[src/hdl/bltp_pkg.sv]
`timescale 1ns / 1ps

package bltp_pkg;

    localparam int MAX_BYTES  = 8;
    localparam int TEXT_LIMIT = 64;
    localparam int CNT_W      = 4;
    localparam int IDX_W      = 3;
    localparam int LEN_W      = $clog2(TEXT_LIMIT);
    localparam int VAL_W      = 9;
    localparam int PROD_W     = 13;
    localparam logic [VAL_W-1:0] VALUE_CAP = 9'd256;
    localparam int FQ_DEPTH   = 4;
    localparam int FQ_PTR_W   = 2;
    localparam int FQ_CNT_W   = 3;
    localparam int RQ_DEPTH   = 2;
    localparam int RQ_CNT_W   = 2;

    // Classified character, one queue word between front and back.
    typedef struct packed {
        logic       last;
        logic       hex;
        logic       nul;
        logic       space;
        logic       plus;
        logic       minus;
        logic       is_x;
        logic       dig_ok;
        logic [3:0] dig;
    } t_cls;

    typedef enum logic [4:0] {
        PH_BETWEEN   = 5'b00001,
        PH_SIGNED    = 5'b00010,
        PH_LEAD_ZERO = 5'b00100,
        PH_PREFIX    = 5'b01000,
        PH_DIGITS    = 5'b10000
    } t_phase;

    typedef struct packed {
        logic                      ok;
        logic [CNT_W-1:0]          count;
        logic [MAX_BYTES-1:0][7:0] bytes;
    } t_res;

endpackage

[src/hdl/bltp_front.sv]
`timescale 1ns / 1ps

module bltp_front import bltp_pkg::*; (
    input  logic       i_clk,
    input  logic       i_rst_n,
    input  logic       i_cfg_we,
    input  logic       i_cfg_data,
    input  logic       i_push,
    output logic       o_full,
    input  logic [7:0] i_ch,
    input  logic       i_last,
    output logic       o_valid,
    output t_cls       o_cls,
    input  logic       i_take
);

    logic                r_hex_mode;
    t_cls                r_mem [FQ_DEPTH];
    logic [FQ_PTR_W-1:0] r_wr;
    logic [FQ_PTR_W-1:0] r_rd;
    logic [FQ_CNT_W-1:0] r_cnt;
    t_cls                cls;
    logic                wr_en;
    logic                rd_en;
    logic [7:0]          d_raw;
    logic                d_hit;

    // Classify the character against the current base.
    always_comb begin
        d_raw = 8'd0;
        d_hit = 1'b0;
        if (i_ch >= "0" && i_ch <= "9") begin
            d_raw = i_ch - 8'd48;
            d_hit = 1'b1;
        end else if (i_ch >= "a" && i_ch <= "f") begin
            d_raw = i_ch - 8'd87;
            d_hit = 1'b1;
        end else if (i_ch >= "A" && i_ch <= "F") begin
            d_raw = i_ch - 8'd55;
            d_hit = 1'b1;
        end
        cls.last   = i_last;
        cls.hex    = r_hex_mode;
        cls.nul    = (i_ch == 8'd0);
        cls.space  = (i_ch == 8'd32) || (i_ch >= 8'd9 && i_ch <= 8'd13);
        cls.plus   = (i_ch == "+");
        cls.minus  = (i_ch == "-");
        cls.is_x   = (i_ch == "x") || (i_ch == "X");
        cls.dig_ok = d_hit && (r_hex_mode || d_raw < 8'd10);
        cls.dig    = d_raw[3:0];
    end

    assign o_full  = (r_cnt == FQ_CNT_W'(FQ_DEPTH));
    assign o_valid = (r_cnt != '0);
    assign o_cls   = r_mem[r_rd];
    assign wr_en   = i_push && !o_full;
    assign rd_en   = i_take && o_valid;

    always_ff @(posedge i_clk) begin
        if (!i_rst_n) begin
            r_hex_mode <= 1'b0;
            r_wr       <= '0;
            r_rd       <= '0;
            r_cnt      <= '0;
        end else begin
            if (i_cfg_we) begin
                r_hex_mode <= i_cfg_data;
            end
            if (wr_en) begin
                r_wr <= r_wr + 1'b1;
            end
            if (rd_en) begin
                r_rd <= r_rd + 1'b1;
            end
            if (wr_en && !rd_en) begin
                r_cnt <= r_cnt + 1'b1;
            end else if (rd_en && !wr_en) begin
                r_cnt <= r_cnt - 1'b1;
            end
        end
    end

    always_ff @(posedge i_clk) begin
        if (wr_en) begin
            r_mem[r_wr] <= cls;
        end
    end

endmodule

[src/hdl/bltp_back.sv]
`timescale 1ns / 1ps

module bltp_back import bltp_pkg::*; (
    input  logic i_clk,
    input  logic i_rst_n,
    input  logic i_valid,
    input  t_cls i_cls,
    output logic o_take,
    input  logic i_res_full,
    output logic o_res_valid,
    output t_res o_res
);

    t_phase           r_phase;
    logic [VAL_W-1:0] r_val;
    logic             r_neg;
    logic [CNT_W-1:0] r_cnt;
    logic [7:0]       r_store [MAX_BYTES];
    logic [LEN_W-1:0] r_chars;
    logic             r_rejected;
    logic             r_ended;

    t_phase           n_phase;
    logic [VAL_W-1:0] n_val;
    logic             n_neg;
    logic [CNT_W-1:0] n_cnt;
    logic [LEN_W-1:0] n_chars;
    logic             n_rejected;
    logic             n_ended;

    logic             step;
    logic             len_rej;
    logic             active;
    logic             term;
    logic             do_end;
    logic             wr;
    logic [7:0]       wr_val;
    logic [PROD_W-1:0] prod;
    logic [PROD_W-1:0] sum;
    logic [VAL_W-1:0] acc;
    logic             ok;

    always_comb begin
        step    = i_valid && !i_res_full;
        len_rej = (r_chars >= LEN_W'(TEXT_LIMIT - 1));
        n_chars = len_rej ? r_chars : r_chars + 1'b1;

        n_phase    = r_phase;
        n_val      = r_val;
        n_neg      = r_neg;
        n_cnt      = r_cnt;
        n_rejected = r_rejected || len_rej;
        n_ended    = r_ended;
        active     = !n_rejected && !r_ended;
        term       = i_cls.nul || i_cls.space;

        // Saturating accumulate by the item's base.
        prod = i_cls.hex ? {r_val, 4'b0000} : PROD_W'(r_val) * PROD_W'(10);
        sum  = prod + PROD_W'(i_cls.dig);
        acc  = (sum > PROD_W'(VALUE_CAP)) ? VALUE_CAP : sum[VAL_W-1:0];

        if (active && !term) begin
            unique case (r_phase)
                PH_BETWEEN: begin
                    if (r_cnt >= CNT_W'(MAX_BYTES)) begin
                        n_rejected = 1'b1;
                    end else if (i_cls.plus || i_cls.minus) begin
                        n_phase = PH_SIGNED;
                        n_neg   = i_cls.minus;
                    end else if (i_cls.dig_ok) begin
                        n_val   = VAL_W'(i_cls.dig);
                        n_phase = (i_cls.dig == 4'd0) ? PH_LEAD_ZERO : PH_DIGITS;
                    end else begin
                        n_rejected = 1'b1;
                    end
                end
                PH_SIGNED: begin
                    if (i_cls.dig_ok) begin
                        n_val   = VAL_W'(i_cls.dig);
                        n_phase = (i_cls.dig == 4'd0) ? PH_LEAD_ZERO : PH_DIGITS;
                    end else begin
                        n_rejected = 1'b1;
                    end
                end
                PH_LEAD_ZERO: begin
                    if (i_cls.hex && i_cls.is_x) begin
                        n_phase = PH_PREFIX;
                    end else if (i_cls.dig_ok) begin
                        n_val   = acc;
                        n_phase = PH_DIGITS;
                    end else begin
                        n_rejected = 1'b1;
                    end
                end
                PH_PREFIX, PH_DIGITS: begin
                    if (i_cls.dig_ok) begin
                        n_val   = acc;
                        n_phase = PH_DIGITS;
                    end else begin
                        n_rejected = 1'b1;
                    end
                end
                default: begin
                    n_rejected = 1'b1;
                end
            endcase
        end

        // One token end per character: a terminator, or the end of the payload.
        do_end = (active && term) || (i_cls.last && !n_rejected && !r_ended && !term);
        if (active && i_cls.nul) begin
            n_ended = 1'b1;
        end

        wr     = 1'b0;
        wr_val = n_val[7:0];
        if (do_end) begin
            if (n_phase == PH_LEAD_ZERO || n_phase == PH_DIGITS) begin
                if (n_val[8] || (n_neg && n_val != '0) || n_cnt >= CNT_W'(MAX_BYTES)) begin
                    n_rejected = 1'b1;
                end else begin
                    wr    = 1'b1;
                    n_cnt = n_cnt + 1'b1;
                end
            end else if (n_phase != PH_BETWEEN) begin
                n_rejected = 1'b1;
            end
            n_phase = PH_BETWEEN;
            n_val   = '0;
            n_neg   = 1'b0;
        end

        ok          = !n_rejected && (n_cnt != '0);
        o_res.ok    = ok;
        o_res.count = ok ? n_cnt : '0;
        for (int i = 0; i < MAX_BYTES; i++) begin
            if (ok && CNT_W'(i) < n_cnt) begin
                o_res.bytes[i] = (wr && CNT_W'(i) == r_cnt) ? wr_val : r_store[i];
            end else begin
                o_res.bytes[i] = 8'd0;
            end
        end

        o_take      = step;
        o_res_valid = step && i_cls.last;
    end

    always_ff @(posedge i_clk) begin
        if (!i_rst_n) begin
            r_phase    <= PH_BETWEEN;
            r_val      <= '0;
            r_neg      <= 1'b0;
            r_cnt      <= '0;
            r_chars    <= '0;
            r_rejected <= 1'b0;
            r_ended    <= 1'b0;
        end else if (step) begin
            if (i_cls.last) begin
                r_phase    <= PH_BETWEEN;
                r_val      <= '0;
                r_neg      <= 1'b0;
                r_cnt      <= '0;
                r_chars    <= '0;
                r_rejected <= 1'b0;
                r_ended    <= 1'b0;
            end else begin
                r_phase    <= n_phase;
                r_val      <= n_val;
                r_neg      <= n_neg;
                r_cnt      <= n_cnt;
                r_chars    <= n_chars;
                r_rejected <= n_rejected;
                r_ended    <= n_ended;
            end
        end
    end

    // Entries past the count are never read, so the store needs no clearing.
    always_ff @(posedge i_clk) begin
        if (step && wr) begin
            r_store[r_cnt[IDX_W-1:0]] <= wr_val;
        end
    end

endmodule

[src/hdl/bltp_res_queue.sv]
`timescale 1ns / 1ps

module bltp_res_queue import bltp_pkg::*; (
    input  logic i_clk,
    input  logic i_rst_n,
    input  logic i_push,
    input  t_res i_res,
    output logic o_full,
    output logic o_empty,
    input  logic i_pop,
    output t_res o_res
);

    t_res                r_mem [RQ_DEPTH];
    logic                r_wr;
    logic                r_rd;
    logic [RQ_CNT_W-1:0] r_cnt;
    logic                wr_en;
    logic                rd_en;

    assign o_full  = (r_cnt == RQ_CNT_W'(RQ_DEPTH));
    assign o_empty = (r_cnt == '0);
    assign o_res   = r_mem[r_rd];
    assign wr_en   = i_push && !o_full;
    assign rd_en   = i_pop && !o_empty;

    always_ff @(posedge i_clk) begin
        if (!i_rst_n) begin
            r_wr  <= 1'b0;
            r_rd  <= 1'b0;
            r_cnt <= '0;
        end else begin
            if (wr_en) begin
                r_wr <= ~r_wr;
            end
            if (rd_en) begin
                r_rd <= ~r_rd;
            end
            if (wr_en && !rd_en) begin
                r_cnt <= r_cnt + 1'b1;
            end else if (rd_en && !wr_en) begin
                r_cnt <= r_cnt - 1'b1;
            end
        end
    end

    always_ff @(posedge i_clk) begin
        if (wr_en) begin
            r_mem[r_wr] <= i_res;
        end
    end

endmodule

[src/hdl/byte_list_text_parser_unit.sv]
`timescale 1ns / 1ps

// Byte-list text parser: turns a text payload, one character per word, into
// up to eight data bytes, read as decimal or hex tokens.
// Input side is a queue: drive i_ch / i_last with push; a word is taken at
// an edge where push is high and full is low. i_last marks the final
// character of a payload.
// Result side is a queue: while empty is low the oldest result (o_ok,
// o_byte_count, o_byte0..7) is on the ports; pop takes it.
// i_cfg_we / i_cfg_data write hex_mode; write it only while the block is idle.
// With nothing queued ahead, the result of a payload shows (empty low) once
// its last character has passed the classify queue: the parser update and
// the result write happen together at the edge that takes the character out.
// Throughput: one character per cycle while the result queue is not full,
// set by the parser state update in the back end; a four-word classify
// queue and a two-word result queue sit on either side of it.
// Reset (synchronous, active low) clears the queues, the parser state and
// hex_mode. If the receiver stalls, results collect in the result queue, the
// parser holds once it is full and the classify queue fills until full rises.
module byte_list_text_parser_unit import bltp_pkg::*; (
    input  logic       i_clk,
    input  logic       i_rst_n,
    input  logic       i_cfg_we,
    input  logic       i_cfg_data,
    input  logic       push,
    output logic       full,
    input  logic [7:0] i_ch,
    input  logic       i_last,
    output logic       empty,
    input  logic       pop,
    output logic       o_ok,
    output logic [3:0] o_byte_count,
    output logic [7:0] o_byte0,
    output logic [7:0] o_byte1,
    output logic [7:0] o_byte2,
    output logic [7:0] o_byte3,
    output logic [7:0] o_byte4,
    output logic [7:0] o_byte5,
    output logic [7:0] o_byte6,
    output logic [7:0] o_byte7
);

    logic cls_valid;
    t_cls cls;
    logic cls_take;
    logic res_full;
    logic res_push;
    t_res res_in;
    t_res res_out;

    // Front: classify each character and hold it in a short queue.
    bltp_front u_front (
        .i_clk      (i_clk),
        .i_rst_n    (i_rst_n),
        .i_cfg_we   (i_cfg_we),
        .i_cfg_data (i_cfg_data),
        .i_push     (push),
        .o_full     (full),
        .i_ch       (i_ch),
        .i_last     (i_last),
        .o_valid    (cls_valid),
        .o_cls      (cls),
        .i_take     (cls_take)
    );

    // Back: advance the token parser, emit a result on the last character.
    bltp_back u_back (
        .i_clk       (i_clk),
        .i_rst_n     (i_rst_n),
        .i_valid     (cls_valid),
        .i_cls       (cls),
        .o_take      (cls_take),
        .i_res_full  (res_full),
        .o_res_valid (res_push),
        .o_res       (res_in)
    );

    // Hold finished results until the receiver pops them.
    bltp_res_queue u_res_queue (
        .i_clk   (i_clk),
        .i_rst_n (i_rst_n),
        .i_push  (res_push),
        .i_res   (res_in),
        .o_full  (res_full),
        .o_empty (empty),
        .i_pop   (pop),
        .o_res   (res_out)
    );

    assign o_ok         = res_out.ok;
    assign o_byte_count = res_out.count;
    assign o_byte0      = res_out.bytes[0];
    assign o_byte1      = res_out.bytes[1];
    assign o_byte2      = res_out.bytes[2];
    assign o_byte3      = res_out.bytes[3];
    assign o_byte4      = res_out.bytes[4];
    assign o_byte5      = res_out.bytes[5];
    assign o_byte6      = res_out.bytes[6];
    assign o_byte7      = res_out.bytes[7];

endmodule
[config.mk]
export PLATFORM = sky130hd
export DESIGN_NAME = byte_list_text_parser_unit
export DESIGN_NICKNAME = d
export VERILOG_FILES = /design/src/hdl/bltp_pkg.sv /design/src/hdl/bltp_front.sv /design/src/hdl/bltp_back.sv /design/src/hdl/bltp_res_queue.sv /design/src/hdl/byte_list_text_parser_unit.sv
export SDC_FILE = /design/constraint.sdc
export NUM_CORES = 1
export LEC_CHECK = 0
export CELL_PAD_IN_SITES_DETAIL_PLACEMENT = 0
export CELL_PAD_IN_SITES_GLOBAL_PLACEMENT = 1
export CORE_UTILIZATION = 25
export CTS_CLUSTER_SIZE = 28
export DETAILED_ROUTE_END_ITERATION = 8
export DONT_BUFFER_PORTS = 1
export PLACE_DENSITY_LB_ADDON = 0.1
export SLEW_MARGIN = 20
export SYNTH_ARGS = -nofsm -noshare
export SYNTH_HDL_FRONTEND = slang
export SYNTH_HIERARCHICAL = 1
export SYNTH_SLANG_ARGS = --single-unit
export TNS_END_PERCENT = 50
[constraint.sdc]
create_clock -name i_clk -period 7.5 [get_ports i_clk]
set_input_delay 1.5 -clock i_clk [delete_from_list [all_inputs] [get_ports i_clk]]
set_output_delay 1.5 -clock i_clk [all_outputs]
set_load 0.005 [all_outputs]
==> results.toml, run 1 <==
[placement]
io_buffers = 0
dpl.hpwl_mm = 23.3
post-place-ws_ps = 1300
gp_congestion = 0.771

[synthesis]
synth_edf_count = 250
synth_top_flop_cell = "edfxtp_1"
yosys_register_bits = 292
syn_nets = 1123
ys_seq_area_share_pct = 58.8
yosys_warnings = 6
syn_avg_cell_area_um2 = 13.3
ys_async_sr_fraction_pct = 0
netlist_area_mm2 = 0.0142
synth.distinct_cells = 87
synth_cells = 1067

[sta]
maxSlewHeadroom_pct = 33.9
fin_ws_ps = 1650
setup_tns_ps = 0
hold_viol_final = 0
rsz0062_at_grt = "no"
final-setup-viol-count = 0
finClkSkew_ps = 28.8
whs_ps = 501
timing.fmax_mhz = 171
period_share_pct = 78.0
final-max-slew-violation-count = 0
tightest_slew_ps = 992
period_needed_ps = 5850

[routing]
drcViolationCount = 0
vias = 8517
drtPass1Iterations = 5
wirelength_mm = 35.1
viasPerCell = 4.57
drt_iter0_drc = 399
wl_per_cell_um = 18.8
postRouteAntennaNets = 0

[grt]
grtUsageMet2_pct = 20.8
antenna_found_initial = 0
grt_pass1_wl_mm = 54.1
grt_use_met3_pct = 2.39
grt_max_degree = 45
grt_pass1_vias = 8626
top_usage_layer = "met2"
globalRouteMet1Util_pct = 16.1
track_usage_pct = 12.3
overflow = 0

[power]
ir_drop_uv = 120
leakagePower_uw = 0.00584
pwr_density_cell_mw_per_mm2 = 322
power_uw = 5230

[worst_hold_path]
hold_class = "register to register"
worstHoldEndpoint = "u_front/r_cnt[2]"
hold_depth = 2
worstHoldStart = "u_front/r_cnt[2]"

[die]
rows = 87
io_pins = 86
die_y_um = 240
dieArea_mm2 = 0.0578
start_util_pct = 25.2
die_w_um = 240
core-area_mm2 = 0.0563

[clock_tree]
cts_hold_buf = 0
tritoncts = "built"
cts_root_buffer = "clkbuf_16"
cts_buffer_depth = 3
clk_latency_ps = 540
cts_setup_buffers = 0
clkSlewWorstSetupHoldPaths_ps = 60
cts.sinks = 292
htree_levels = 2
cts.repair.resized = 0
numCtsBuffers = 37

[layout]
final_nets = 1135
fillers = 5756
drive_gt1_share_pct = 18.0
final_common_cell = "edfxtp_1"
antenna_cells = 0
final_cell_mix = "edfxtp_1, nor2_1, mux2i_1, mux2_2, dfxtp_1"
areaGrowthSynthToFinish_pct = 14.2

[run]
maxCapViolCount = 0

[setup_path]
worst-path-max-fanout = 27
worst_r2r_path_depth = 16
critPathKind = "register to register"
cp-start-kind = "register"
cp.arrival_ps = 6030
endpoint_kind = "register"
required_ps = 7670
reg2reg_to = "u_back/r_store[5][0]"
rrSetupSlack_ps = 1650

[run_status]
status = "finished, final reports clean"
-- state kept, by name, indices dropped and copies added (netlist names), named ones only --
name and count:
u_res_queue/r_mem 138, u_back/r_store 64, u_front/r_mem 48, u_back/r_val 9, u_back/r_chars 6, u_back/r_phase 5, u_back/r_cnt 4, u_front/r_cnt 3
u_front/r_rd 2, u_front/r_wr 2, u_res_queue/r_cnt 2, u_back/r_ended 1, u_back/r_neg 1, u_back/r_rejected 1, u_front/r_hex_mode 1, u_res_queue/r_rd 1
u_res_queue/r_wr 1
-- metal layers --
layer / part of all wire (%) / vias up / routed length (µm)
met4: 1.5 / 0 / 523
met2: 48 / 131 / 17000
met1: 47 / 4271 / 16400
li1: - / 4079 / -
met3: 3.3 / 36 / 1160
met5: 0 / - / 0
-- report_power, final --
part	switching [µW]	internal (µW)	total, µW
combinational	850	517	1370
clock	682	1010	1700
sequential	97.0	2070	2170
total	1630	3600	5230
-- worst max-delay path by stage --
stage                            to     start  cells past startpoint
6_report       u_back/r_store[5][0]  register                     16
5_1_grt        u_back/r_store[5][1]  register                     16
3_3_place_gp   u_back/r_store[3][7]  register                     16
3_5_place_dp   u_back/r_store[3][7]  register                     16
2_1_floorplan  u_back/r_store[0][0]  register                     20
4_1_cts        u_back/r_store[3][4]  register                     16
-- synthesized netlist by cell type, drive strengths merged (4+ instances only) --
cell	count	area (µm²)
nand4	7	50.1
nor4	11	68.8
o211ai	5	51.3
and2	22	138
nand2	38	145
xor2	8	70.1
xnor2	16	140
a22oi	18	135
or3	6	37.5
dfxtp	42	841
o31ai	4	30.0
nor2b	27	169
a21boi	7	52.6
o21ai	43	245
o22ai	4	25.0
inv	27	101
ha	38	475
mux2i	78	806
nor3	19	116
a21o	5	37.5
a32o	4	40.0
or4b	4	43.8
mux2	69	815
nor2	109	419
edfxtp	250	7510
buf	21	144
a211oi	4	35.0
mux4	12	270
nand2b	10	62.6
and3	13	81.3
nand3	25	188
o21a	4	30.0
nor3b	5	42.5
a31oi	11	68.8
and4	4	35.0
a21oi	28	151
clkbuf	25	93.8
-- per-stage QoR --
stage	utilization (%)	area [µm²]	cells
2_1_floorplan	-	14200	1067
3_3_place_gp	26.8	15100	1796
3_5_place_dp	26.8	15100	1796
4_1_cts	28.8	16200	1863
5_1_grt	28.8	16200	1863
6_report	28.8	16200	1863
-- cell families (layout without fill, tap and decap cells) --
kind of cell	count (synthesis)	count (layout)	share of synthesized area [%]
AO/OA/AOI/OAI	167	167	8.46
AND/OR/NAND/NOR	310	310	11.8
buffers and inverters	74	114	2.41
adder cells (fa/ha/maj)	41	41	3.77
multiplexers	159	159	13.3
XOR/XNOR	24	24	1.48
flip-flops	292	292	58.8
-- area by class of cell --
cell class	instances	area [µm²]	share of cell area (%)
clock buffer	43	948	5.84
tap	756	946	5.83
clock inverter	24	208	1.28
multi-input combinational	701	5530	34.1
timing repair buffer	19	143	0.879
sequential	292	8350	51.5
inverter	28	105	0.648
-- critical path, stage by stage, from the launching register on --
cell	delay [ps]
dfxtp_1	310
buf_4	270
mux4_2	830
nor2b_1	210
ha_1	210
fa_1	210
a21oi_1	90
or2_2	280
nor2_1	280
xor2_1	130
or4_1	540
o22a_1	190
o211a_1	230
o21ai_2	190
and4_1	660
and2_1	340
and4_1	500
(Power assumes the default switching activity.)
==> run 2: changes to the inputs <==
==> constraint.sdc (replaced) <==
create_clock -name i_clk -period 5.95 [get_ports i_clk]
set_input_delay 1.19 -clock i_clk [delete_from_list [all_inputs] [get_ports i_clk]]
set_output_delay 1.19 -clock i_clk [all_outputs]
set_load 0.005 [all_outputs]
==> run 2 against run 1 <==
Net effect: non-clock buffer count grew 9; clock power grew 20%; setup slack lost 740 ps; cell count grew 0.27%; sequential power grew 27%; die area is the same; clock skew shrank 14 ps; routed wire length grew 1.1%.
==> results.toml, run 2 (synthesis results as in run 1) <==
[setup_path]
crit_chain = "buf_4, mux4_2, fa_1, a21oi_1, or2_2, nor2_1, xor2_1, or4_1, o22a_1, o211a_1, o21ai_2, and4_1, buf_4, nand2_1, nor4_1, buf_4"
crit_slowest_cell = "mux4_2"
slowest_delay_ps = 600
critical_path_buf_inv_count = 3
worst-path-max-fanout = 11
cp-start-kind = "register"
critPathKind = "register to register"
critPathTopFamily = "simple AND/OR/NAND/NOR gates"
endpoint_kind = "register"
cpMostUsedCell = "buf_4"
required_ps = 6180
cp.arrival_ps = 5270

[power]
pwr_density_cell_mw_per_mm2 = 402
leakagePower_uw = 0.00586
ir_drop_uv = 174

[layout]
multiInputGateArea_mm2 = 0.00552
antenna_cells = 0
fin_util_pct = 28.9
fin_area_mm2 = 0.0162
largest_reg_flops = 138
final_cells = 1868
drive_gt1_share_pct = 18.2
final_common_cell = "edfxtp_1"
fillers = 5700
areaGrowthSynthToFinish_pct = 14.3
final_nets = 1143
largest-register = "u_res_queue/r_mem"
seqCellArea_mm2 = 0.00835
final_cell_mix = "edfxtp_1, nor2_1, mux2i_1, mux2_2, dfxtp_1"

[placement]
post-place-ws_ps = 776
dpl.hpwl_mm = 23.4
place_inst = 1805
post_dp_cell_area_mm2 = 0.0151
io_buffers = 0
gp_congestion = 0.739

[routing]
drtPass1Iterations = 5
wirelength_mm = 35.4
wl_per_cell_um = 19.0
postRouteAntennaNets = 0
drcViolationCount = 0
drt_iter0_drc = 383
viasPerCell = 4.53
vias = 8461

[clock_tree]
cts.repair.resized = 0
clk_latency_ps = 530
tritoncts = "built"
clkSlewWorstSetupHoldPaths_ps = 60
cts_hold_buf = 0
cts_setup_buffers = 0
cts.sinks = 292
htree_levels = 2
numCtsBuffers = 36
cts_buffer_depth = 3
cts_root_buffer = "clkbuf_16"

[die]
io_pins = 86
start_util_pct = 25.2
die_w_um = 240
core-area_mm2 = 0.0563
dieArea_mm2 = 0.0578
rows = 87
die_y_um = 240

[sta]
setup_tns_ps = 0
fin_ws_ps = 911
final-setup-viol-count = 0
period_needed_ps = 5040
tightest_slew_ps = 797
maxSlewHeadroom_pct = 46.5
rsz0062_at_grt = "no"
finClkSkew_ps = 14.4
hold_viol_final = 0
timing.fmax_mhz = 198
final-max-slew-violation-count = 0
period_share_pct = 84.7

[worst_hold_path]
hold_class = "register to register"
worstHoldStart = "u_back/r_ended"

[run_status]
status = "finished, final reports clean"

[grt]
track_usage_pct = 12.5
grtUsageMet2_pct = 21.0
top_usage_layer = "met2"
grt_use_met3_pct = 2.62
overflow = 0
antenna_found_initial = 0
grt_pass1_wl_mm = 54.3
grt_max_degree = 44
grt_pass1_vias = 8717
globalRouteMet1Util_pct = 15.9

[run]
maxCapViolCount = 0
[run 2: worst paths after layout]
check	to	slack, ps	depth (start not counted)
worst min register to register	u_back/r_ended	510	2
worst max-delay path	u_back/r_store[2][2]	910	16
worst max register to register	u_back/r_store[2][2]	910	16
worst min-delay path	u_back/r_ended	510	2
[run 2: layer usage]
metal	wire, µm	share of wire (%)
met5	0	0
met3	1230	3.5
met2	17200	48
met1	16200	46
met4	789	2.2
[run 2: worst register-to-register path, cell delays in order (launching register included)]
cell and delay (ps):
dfxtp_1 430, buf_4 270, mux4_2 600, fa_1 470
a21oi_1 190, or2_2 140, nor2_1 80, xor2_1 200
or4_1 540, o22a_1 190, o211a_1 210, o21ai_2 200
and4_1 230, buf_4 230, nand2_1 170, nor4_1 320
buf_4 250
[run 2: report_power, final]
group / total [µW] / internal, µW / switching (µW)
Combinational: 1720 / 655 / 1070
Sequential: 2750 / 2610 / 144
Clock: 2040 / 1200 / 839
Total: 6520 / 4470 / 2050
[run 2: area by class of cell]
| type | instances | area share [%] |
|---|---|---|
| sequential | 292 | 51.4 |
| multi-input combinational | 701 | 34.0 |
| clock buffer | 46 | 6.03 |
| tap | 756 | 5.83 |
| timing repair buffer | 28 | 1.37 |
| clock inverter | 17 | 0.678 |
| inverter | 28 | 0.647 |
[run 2: stage by stage]
| step | total power [µW] | hold slack (ps) |
|---|---|---|
| after floorplan | 4040 | 459 |
| after global placement | 4590 | 489 |
| after detailed placement | 4580 | 490 |
| after CTS | 6670 | 505 |
| after global routing | 6890 | 558 |
| final | 6520 | 514 |
